## src/hdl/kxbc_pkg.sv

```systemverilog
`default_nettype none

package kxbc_pkg;

  // Input tdata layout, lowest bit first
  localparam int InDataW   = 16;
  localparam int FuncLsb   = 0;
  localparam int FuncW     = 2;
  localparam int IndexLsb  = 2;
  localparam int IndexW    = 5;
  localparam int ValueLsb  = 7;
  localparam int ByteW     = 8;
  localparam int FirstBit  = 15;
  localparam int PassLenW  = 6;

  // Command codes carried in the func field
  localparam logic [FuncW-1:0] FUNC_LOAD   = 2'd0;
  localparam logic [FuncW-1:0] FUNC_APPLY  = 2'd1;
  localparam logic [FuncW-1:0] FUNC_CIPHER = 2'd2;

  // Controller states, one-hot
  typedef enum logic [3:0] {
    ST_IDLE = 4'b0001,
    ST_CIPH = 4'b0010,
    ST_STEP = 4'b0100,
    ST_KEY  = 4'b1000
  } state_e;

  // Controller -> datapath
  typedef struct packed {
    logic pass_wr;      // store password byte from input
    logic cipher_rd;    // read key byte for a data byte
    logic out_load;     // load result register, advance key position
    logic apply_start;  // start key derivation walk
    logic step;         // one password byte through the derivation
    logic key_wb;       // write derived key byte back
  } cmd_t;

  // Datapath -> controller
  typedef struct packed {
    logic len_zero;
    logic last_j;
    logic last_i;
    logic out_free;
  } status_t;

  // Power-up key pattern: low byte of ((i*i+i+1)<<3)
  function automatic logic [7:0] key_init(input logic [7:0] idx);
    logic [7:0] s;
    s = idx * idx + idx + 8'd1;
    return {s[4:0], 3'b000};
  endfunction

endpackage

`default_nettype wire

```

## src/hdl/keyed_xor_byte_cipher_top.sv

```systemverilog
// Repeating-key XOR byte cipher.
// Slave stream s_axis carries commands: func 0 stores a password byte at
// index, func 1 folds the password into the key table, func 2 enciphers one
// data byte with the key at a running position (first restarts it at 0).
// func 3 is ignored. Only func 2 yields a transfer on master stream m_axis.
// cfg_we_i/cfg_wdata_i write pass_len; write it only while the block is idle,
// which the block itself does not enforce. Handshake by command:
//   func 0, func 3, func 1 with pass_len 0: taken in idle, input stays ready.
//   func 2: the key byte and the data byte are registered, then the result
//     register is loaded and input is ready again; a new data byte waits for
//     that. The key table has a single registered read port.
//   func 1: busy while each key entry, L = min(pass_len, MAX_PASS), walks
//     the password through one registered memory read a cycle.
// A result waiting on a stalled m_axis does not block new transfers; a second
// func 2 then waits in the controller until the result register frees up.
// Reset: key table back to its power-up pattern, key position 0, pass_len 0.
// The password store keeps its contents and must be written before use.
`default_nettype none

module keyed_xor_byte_cipher_top #(
  parameter int KEY_LEN  = 32,
  parameter int MAX_PASS = 32
) (
  input  wire logic                                clk_i,
  input  wire logic                                rst_ni,
  input  wire logic                                s_axis_tvalid,
  output logic                                     s_axis_tready,
  // [1:0] func, [6:2] index, [14:7] value, [15] first
  input  wire logic [kxbc_pkg::InDataW-1:0]        s_axis_tdata,
  output logic                                     m_axis_tvalid,
  input  wire logic                                m_axis_tready,
  // [7:0] data_out
  output logic [kxbc_pkg::ByteW-1:0]               m_axis_tdata,
  input  wire logic                                cfg_we_i,
  input  wire logic [kxbc_pkg::PassLenW-1:0]       cfg_wdata_i
);

  kxbc_pkg::cmd_t    cmd;
  kxbc_pkg::status_t status;

  kxbc_ctrl u_ctrl (
    .clk_i      (clk_i),
    .rst_ni     (rst_ni),
    .in_valid_i (s_axis_tvalid),
    .in_func_i  (s_axis_tdata[kxbc_pkg::FuncLsb +: kxbc_pkg::FuncW]),
    .in_ready_o (s_axis_tready),
    .status_i   (status),
    .cmd_o      (cmd)
  );

  kxbc_datapath #(
    .KEY_LEN  (KEY_LEN),
    .MAX_PASS (MAX_PASS)
  ) u_dp (
    .clk_i       (clk_i),
    .rst_ni      (rst_ni),
    .in_index_i  (s_axis_tdata[kxbc_pkg::IndexLsb +: kxbc_pkg::IndexW]),
    .in_value_i  (s_axis_tdata[kxbc_pkg::ValueLsb +: kxbc_pkg::ByteW]),
    .in_first_i  (s_axis_tdata[kxbc_pkg::FirstBit]),
    .cfg_we_i    (cfg_we_i),
    .cfg_wdata_i (cfg_wdata_i),
    .cmd_i       (cmd),
    .status_o    (status),
    .out_valid_o (m_axis_tvalid),
    .out_ready_i (m_axis_tready),
    .out_data_o  (m_axis_tdata)
  );

endmodule

`default_nettype wire

```

## src/hdl/kxbc_ctrl.sv

```systemverilog
`default_nettype none

module kxbc_ctrl (
  input  wire logic                              clk_i,
  input  wire logic                              rst_ni,
  input  wire logic                              in_valid_i,
  input  wire logic [kxbc_pkg::FuncW-1:0]        in_func_i,
  output logic                                   in_ready_o,
  input  wire kxbc_pkg::status_t                 status_i,
  output kxbc_pkg::cmd_t                         cmd_o
);

  kxbc_pkg::state_e state_q, state_d;

  // Next state and commands
  always_comb begin
    state_d    = state_q;
    cmd_o      = '0;
    in_ready_o = 1'b0;
    case (state_q)
      kxbc_pkg::ST_IDLE: begin
        in_ready_o = 1'b1;
        if (in_valid_i) begin
          case (in_func_i)
            kxbc_pkg::FUNC_LOAD: begin
              cmd_o.pass_wr = 1'b1;
            end
            kxbc_pkg::FUNC_APPLY: begin
              if (!status_i.len_zero) begin
                cmd_o.apply_start = 1'b1;
                state_d           = kxbc_pkg::ST_STEP;
              end
            end
            kxbc_pkg::FUNC_CIPHER: begin
              cmd_o.cipher_rd = 1'b1;
              state_d         = kxbc_pkg::ST_CIPH;
            end
            default: begin
            end
          endcase
        end
      end
      kxbc_pkg::ST_CIPH: begin
        // wait for room in the result register
        if (status_i.out_free) begin
          cmd_o.out_load = 1'b1;
          state_d        = kxbc_pkg::ST_IDLE;
        end
      end
      kxbc_pkg::ST_STEP: begin
        cmd_o.step = 1'b1;
        if (status_i.last_j) begin
          state_d = kxbc_pkg::ST_KEY;
        end
      end
      kxbc_pkg::ST_KEY: begin
        cmd_o.key_wb = 1'b1;
        if (status_i.last_i) begin
          state_d = kxbc_pkg::ST_IDLE;
        end else begin
          state_d = kxbc_pkg::ST_STEP;
        end
      end
      default: begin
        state_d = kxbc_pkg::ST_IDLE;
      end
    endcase
  end

  always_ff @(posedge clk_i or negedge rst_ni) begin
    if (!rst_ni) begin
      state_q <= kxbc_pkg::ST_IDLE;
    end else begin
      state_q <= state_d;
    end
  end

endmodule

`default_nettype wire

```

## src/hdl/kxbc_datapath.sv

```systemverilog
`default_nettype none

module kxbc_datapath #(
  parameter int KEY_LEN  = 32,
  parameter int MAX_PASS = 32
) (
  input  wire logic                                clk_i,
  input  wire logic                                rst_ni,
  input  wire logic [kxbc_pkg::IndexW-1:0]         in_index_i,
  input  wire logic [kxbc_pkg::ByteW-1:0]          in_value_i,
  input  wire logic                                in_first_i,
  input  wire logic                                cfg_we_i,
  input  wire logic [kxbc_pkg::PassLenW-1:0]       cfg_wdata_i,
  input  wire kxbc_pkg::cmd_t                      cmd_i,
  output kxbc_pkg::status_t                        status_o,
  output logic                                     out_valid_o,
  input  wire logic                                out_ready_i,
  output logic [kxbc_pkg::ByteW-1:0]               out_data_o
);

  localparam int KA_W  = (KEY_LEN > 1) ? $clog2(KEY_LEN) : 1;
  localparam int PA_W  = (MAX_PASS > 1) ? $clog2(MAX_PASS) : 1;
  localparam int LEN_W = $clog2(MAX_PASS + 1);
  localparam logic [KA_W-1:0] KeyLast = KA_W'(KEY_LEN - 1);

  // Stores
  logic [7:0]          key_mem  [KEY_LEN];
  logic [7:0]          pass_mem [MAX_PASS];
  logic [KEY_LEN-1:0]  key_vld_q;

  // Read ports
  logic                key_re;
  logic [KA_W-1:0]     key_raddr;
  logic [KA_W-1:0]     key_raddr_q;
  logic [7:0]          key_rdata_q;
  logic                key_rvld_q;
  logic [7:0]          key_eff;
  logic                pass_re;
  logic [PA_W-1:0]     pass_raddr;
  logic [7:0]          pass_rdata_q;
  logic                pass_we;

  // Control registers and counters
  logic [kxbc_pkg::PassLenW-1:0] pass_len_q;
  logic [6:0]          plen_ext;
  logic [LEN_W-1:0]    len_eff;
  logic [LEN_W-1:0]    len_m1;
  logic [KA_W-1:0]     key_pos_q, key_pos_d;
  logic [KA_W-1:0]     pos_sel;
  logic [KA_W-1:0]     i_q, i_d;
  logic [PA_W-1:0]     k_q, k_d, k_next;
  logic [PA_W-1:0]     j_q, j_d;
  logic [7:0]          c_q, c_d;
  logic [7:0]          value_q;
  logic                out_valid_q, out_valid_d;
  logic [7:0]          out_data_q;

  // Effective password length, saturated at MAX_PASS
  assign plen_ext = 7'(pass_len_q);
  assign len_eff  = (plen_ext > 7'(MAX_PASS)) ? LEN_W'(MAX_PASS) : LEN_W'(plen_ext);
  assign len_m1   = len_eff - LEN_W'(1);

  assign status_o.len_zero = (len_eff == '0);
  assign status_o.last_j   = (LEN_W'(j_q) == len_m1);
  assign status_o.last_i   = (i_q == KeyLast);
  assign status_o.out_free = !out_valid_q || out_ready_i;

  // Key byte: stored value once written, power-up pattern before
  assign key_eff = key_rvld_q ? key_rdata_q : kxbc_pkg::key_init(8'(key_raddr_q));

  assign pos_sel   = in_first_i ? '0 : key_pos_q;
  assign key_re    = cmd_i.cipher_rd || (cmd_i.step && status_o.last_j);
  assign key_raddr = cmd_i.cipher_rd ? pos_sel : i_q;

  assign pass_we    = cmd_i.pass_wr && (int'(in_index_i) < MAX_PASS);
  assign pass_re    = cmd_i.apply_start || cmd_i.key_wb ||
                      (cmd_i.step && !status_o.last_j);
  assign pass_raddr = cmd_i.step ? (j_q + PA_W'(1)) : '0;

  assign k_next = (LEN_W'(k_q) == len_m1) ? '0 : (k_q + PA_W'(1));

  // Derivation walk and cipher position
  always_comb begin
    i_d         = i_q;
    k_d         = k_q;
    j_d         = j_q;
    c_d         = c_q;
    key_pos_d   = key_pos_q;
    out_valid_d = out_valid_q && !out_ready_i;
    if (cmd_i.apply_start) begin
      i_d = '0;
      k_d = '0;
      j_d = '0;
      c_d = '0;
    end
    if (cmd_i.step) begin
      c_d = (c_q + pass_rdata_q) ^ pass_rdata_q;
      if (!status_o.last_j) begin
        j_d = j_q + PA_W'(1);
      end
    end
    if (cmd_i.key_wb) begin
      i_d = i_q + KA_W'(1);
      k_d = k_next;
      j_d = '0;
      c_d = 8'(k_next);
    end
    if (cmd_i.out_load) begin
      out_valid_d = 1'b1;
      key_pos_d   = (key_raddr_q == KeyLast) ? '0 : (key_raddr_q + KA_W'(1));
    end
  end

  // Control state with reset
  always_ff @(posedge clk_i or negedge rst_ni) begin
    if (!rst_ni) begin
      key_pos_q   <= '0;
      out_valid_q <= 1'b0;
      pass_len_q  <= '0;
      key_vld_q   <= '0;
    end else begin
      key_pos_q   <= key_pos_d;
      out_valid_q <= out_valid_d;
      if (cfg_we_i) begin
        pass_len_q <= cfg_wdata_i;
      end
      if (cmd_i.key_wb) begin
        key_vld_q[i_q] <= 1'b1;
      end
    end
  end

  // Payload registers
  always_ff @(posedge clk_i) begin
    i_q <= i_d;
    k_q <= k_d;
    j_q <= j_d;
    c_q <= c_d;
    if (cmd_i.cipher_rd) begin
      value_q <= in_value_i;
    end
    if (cmd_i.out_load) begin
      out_data_q <= value_q ^ key_eff;
    end
  end

  // Key table memory, registered read
  always_ff @(posedge clk_i) begin
    if (cmd_i.key_wb) begin
      key_mem[i_q] <= key_eff ^ c_q;
    end
    if (key_re) begin
      key_rdata_q <= key_mem[key_raddr];
      key_rvld_q  <= key_vld_q[key_raddr];
      key_raddr_q <= key_raddr;
    end
  end

  // Password memory, registered read
  always_ff @(posedge clk_i) begin
    if (pass_we) begin
      pass_mem[PA_W'(in_index_i)] <= in_value_i;
    end
    if (pass_re) begin
      pass_rdata_q <= pass_mem[pass_raddr];
    end
  end

  assign out_valid_o = out_valid_q;
  assign out_data_o  = out_data_q;

endmodule

`default_nettype wire

```

## config.mk

```make
export PLATFORM = sky130hd
export DESIGN_NAME = keyed_xor_byte_cipher_top
export DESIGN_NICKNAME = d
export VERILOG_FILES = /design/src/hdl/kxbc_pkg.sv /design/src/hdl/keyed_xor_byte_cipher_top.sv /design/src/hdl/kxbc_ctrl.sv /design/src/hdl/kxbc_datapath.sv
export SDC_FILE = /design/constraint.sdc
export NUM_CORES = 1
export LEC_CHECK = 0
export BUFFER_PORTS_ARGS = -buffer_cell sky130_fd_sc_hd__buf_2
export CELL_PAD_IN_SITES_DETAIL_PLACEMENT = 0
export CELL_PAD_IN_SITES_GLOBAL_PLACEMENT = 2
export CORE_MARGIN = 10
export CORE_UTILIZATION = 46
export DETAILED_ROUTE_END_ITERATION = 10
export HOLD_SLACK_MARGIN = 0.06
export PLACE_DENSITY_LB_ADDON = 0.05
export SYNTH_ARGS = -nofsm -noshare
export SYNTH_HDL_FRONTEND = slang
export SYNTH_SLANG_ARGS = --single-unit
export TNS_END_PERCENT = 5
```

## constraint.sdc

```tcl
create_clock -name clk_i -period 4.8 [get_ports clk_i]
set_input_delay 0.48 -clock clk_i [delete_from_list [all_inputs] [get_ports clk_i]]
set_output_delay 0.48 -clock clk_i [all_outputs]
set_load 0.005 [all_outputs]
```

==> flow_summary.rst <==
.. list-table::
   :header-rows: 1

   * - Metric
     - Value
   * - Status
     - completed
   * - Final Cell Area
     - 29200 um^2
   * - Worst hold slack across all endpoints
     - 0.0415 ns
   * - Routability Congestion
     - 0.835
   * - Post-Route Skew
     - 0.0235 ns
   * - Area leader, netlist
     - sky130_fd_sc_hd__edfxtp_1
   * - Synthesis-to-layout area growth
     - 12.3%
   * - Number of filler cells placed in the layout
     - 4773
   * - Count of cell types in the netlist
     - 69
   * - Maximum Capacitance Violations
     - 0
   * - Post-CTS setup buffer count
     - 0
   * - Chip height
     - 258 um
   * - Clock latency at the later pin of the worst-skew pair
     - 0.60 ns
   * - Most instantiated flip-flop cell in the synthesis netlist
     - sky130_fd_sc_hd__edfxtp_1
   * - Setup repair after global routing missed its margin
     - no
   * - Pin count of the biggest net entering global routing
     - 110
   * - Cell area after synthesis
     - 26000 um^2
   * - Final count of negative-setup-slack endpoints
     - 0
   * - Initial antenna violation count
     - 1
   * - Sink count of the clock tree
     - 588
   * - DP Area
     - 27000 um^2
   * - Most prevalent standard cell on the critical path
     - sky130_fd_sc_hd__mux4_2
   * - Post-CTS sizing
     - 0
   * - Final routed wire length divided by cell count
     - 26.8 um
   * - Critical path capture point type
     - flip-flop
   * - Maximum clock frequency
     - 262 MHz
   * - Cell depth of the worst flop-to-flop path
     - 6
   * - Area contributors post-synth
     - sky130_fd_sc_hd__edfxtp_1 62%, sky130_fd_sc_hd__dfrtp_1 4.5%, sky130_fd_sc_hd__nand3_1 4.4%, sky130_fd_sc_hd__mux4_2 3.6%, sky130_fd_sc_hd__o21ai_0 3.4%
   * - Synth Net Count
     - 1937
   * - Count of mapped cells out of synthesis
     - 1884
   * - Number of detailed-routing iterations run before antenna repair
     - 6
   * - Kind of cell with the highest combined delay on the critical path
     - multiplexers
   * - Worst slew margin
     - 0.199
   * - Floorplan Core Area
     - 56200 um^2
   * - Fraction of final layout cells sized beyond drive strength 1
     - 0.160
   * - Final net count
     - 1940
   * - Number of pins exceeding their max-slew limit in the final report
     - 0
   * - Worst slew pin tran
     - 1.20 ns
   * - Async set-reset flop share out of synthesis
     - 0.0816
   * - Reg-to-Reg Start
     - u_ctrl.state_q[1]
   * - CP startpoint kind
     - flip-flop
   * - Peak ir drop on the vdd network
     - 0.000302 V
   * - Overall routed net length
     - 72.2 mm
   * - Via count of the first global-routing pass
     - 16.3k
   * - Arrival time of data at the critical path endpoint
     - 4.16 ns
   * - Number of remaining DRC errors
     - 0
   * - Leakage Power
     - 9.57 nW
   * - Via count
     - 16.4k
   * - Clock tree from TritonCTS
     - done
   * - Area of the die
     - 66400 um^2
   * - Final Util
     - 0.519
   * - Cells traversed along the worst timing path
     - or4b_4 > a21oi_4 > buf_12 > mux4_2 > mux4_2 > mux2_2
   * - Hold Path Class
     - in2async
   * - H-tree depth
     - 3
   * - CP max stage delay
     - 0.82 ns
   * - Post-synth top area share
     - 0.615
   * - First-pass GRT wire length
     - 108 mm
   * - Peak fanout along the critical path
     - 56
   * - Count of synthesis-stage warnings from yosys
     - 0
   * - GR Overflow Total
     - 0
   * - Total buffers and inverters traversed by the critical path
     - 1
   * - Top-level port count
     - 37
   * - Part of the cycle the worst path needs
     - 0.794
   * - Reg2reg setup slack
     - 0.99 ns
   * - Clk slew on worst S/H paths
     - 0.06 ns
   * - Final hold violations
     - 0
   * - Num CTS Buffers
     - 68
   * - Horiz. Die Dim
     - 258 um
   * - Synthesized flop and latch total
     - 588
   * - Mean number of vias per cell
     - 6.08
   * - Post-detailed-placement half-perimeter wirelength
     - 44.1 mm
   * - Placement row count
     - 87
   * - Synthesized area divided by synthesized cell count
     - 13.8 um^2
   * - Crit Reg-Reg Endpoint
     - u_dp.pass_rdata_q[5]
   * - Sequential cell area fraction in the yosys report
     - 0.668
   * - Min cycle time layout
     - 3.81 ns
   * - Cell at the root of the clock tree
     - sky130_fd_sc_hd__clkbuf_16
   * - Initial core utilization
     - 0.462
   * - Top cells by count, synth
     - 532 x sky130_fd_sc_hd__edfxtp_1, 226 x sky130_fd_sc_hd__nand3_1, 176 x sky130_fd_sc_hd__o21ai_0
   * - Number of enable flip-flop cells after synthesis
     - 532
   * - Classification of the worst setup path
     - reg2reg
   * - Library cell with the highest instance count after synthesis
     - sky130_fd_sc_hd__edfxtp_1
   * - Worst EP required
     - 5.15 ns
   * - Input/output buffers
     - 36
   * - Antenna violation net count after detailed routing
     - 0
   * - Buffers from clock root to sink, at most
     - 3
   * - DR iter-0 viols
     - 1497
   * - All-layer global routing usage
     - 0.215
   * - Power density of the placed cells
     - 468 nW/um^2
   * - Slowest stage cell, crit path
     - sky130_fd_sc_hd__or4b_4
   * - Total Negative Setup Slacks
     - 0 ns
-- worst max-delay path by stage --
stage / from / endpoint / slack [ns] / cells past startpoint
2_1_floorplan: u_dp.key_raddr_q[2] / u_dp.key_mem[0][7] / 0.82 / 11
3_3_place_gp: u_ctrl.state_q[1] / u_dp.pass_rdata_q[1] / 1.00 / 6
3_5_place_dp: u_ctrl.state_q[1] / u_dp.pass_rdata_q[5] / 0.97 / 6
4_1_cts: u_ctrl.state_q[1] / u_dp.pass_rdata_q[5] / 0.96 / 6
5_1_grt: u_dp.key_raddr_q[2] / u_dp.key_mem[8][7] / 0.81 / 12
6_report: u_ctrl.state_q[1] / u_dp.pass_rdata_q[5] / 0.99 / 6
-- placed cells by master (no fill, tap or decap), drive strengths merged, types with 22 or more instances in the layout --
master | Yosys | final
buf | 40 | 82
a311oi | 36 | 36
a21oi | 28 | 28
mux4 | 42 | 42
nand3 | 226 | 226
nand2b | 51 | 51
nand2 | 77 | 77
nor2 | 79 | 79
or3 | 32 | 32
clkbuf | 110 | 95
mux2i | 22 | 22
o21ai | 186 | 186
xnor2 | 41 | 41
a32oi | 54 | 54
or2 | 35 | 35
ha | 22 | 22
o221ai | 28 | 28
dfrtp | 47 | 47
edfxtp | 532 | 532
nor4b | 40 | 40
-- flip-flops by register name, summed over array words and instances, names as in the netlist --
signal             cells
u_ctrl.state_q         4
u_dp.key_pos_q         5
u_dp.pass_rdata_q      7
u_dp.out_data_o        8
u_dp.key_raddr_q       5
u_dp.key_rdata_q       8
u_dp.pass_mem        224
u_dp.pass_len_q        6
u_dp.key_mem         256
u_dp.i_q               5
u_dp.key_vld_q        32
u_dp.j_q               5
u_dp.key_rvld_q        1
u_dp.k_q               5
u_dp.out_valid_o       1
u_dp.value_q           8
u_dp.c_q               8
-- cells by family after synthesis --
logic type	synth area share
compound gates	0.0971
xor+xnor	0.0187
simple gates	0.127
flops	0.668
mux	0.0501
buf+inv	0.0259
fa+ha+maj	0.0137
-- per-layer routing --
layer  wire length (um)  vias up  share of wire  track usage
li1                   -     7395              -            -
met1              30000     8453           0.42        0.281
met2              37300      447           0.52        0.373
met3               3430      101          0.047       0.0318
met4               1480        0          0.020       0.0537
met5                  0        -              0            0
-- stage by stage --
| step | setup WS (ns) | cells | power, mW |
|---|---|---|---|
| after floorplan | 0.822 | 1884 | 7.83 |
| after global placement | 1.00 | 2572 | 8.83 |
| final | 0.987 | 2696 | 13.7 |
| after CTS | 0.958 | 2695 | 13.8 |
| after detailed placement | 0.965 | 2572 | 8.86 |
| after global routing | 0.810 | 2696 | 14.2 |
-- worst reg2reg max path, delay by kind of cell, from the launching register on --
family | cells | cell delay, ns
compound gates | 1 | 0.67
buf+inv | 1 | 0.34
flops | 1 | 0.48
mux | 3 | 1.26
simple gates | 1 | 0.82
-- report_power, final --
group,internal [mW],switching [mW]
registers,6.04,0.163
clock network,2.92,2.03
logic,0.793,1.72
-- repair_timing --
| item | CTS | global route |
|---|---|---|
| endpoints found under the hold margin | 1 | 0 |
| endpoints found under the setup margin | 0 | 0 |
| hold buffers | 1 | 0 |
-- area by class of cell --
cell class              count  area, um^2  area share
diodes                      1        2.50   0.0000858
well taps                 756         946      0.0324
clock buffers              95        1890      0.0646
flip-flops and latches    588       17300       0.594
multi-input cells        1133        8090       0.277
inverters                  13        48.8     0.00167
repair buffers             83         611      0.0209
clock inverters            27         249     0.00853
(Power assumes the default switching activity.)
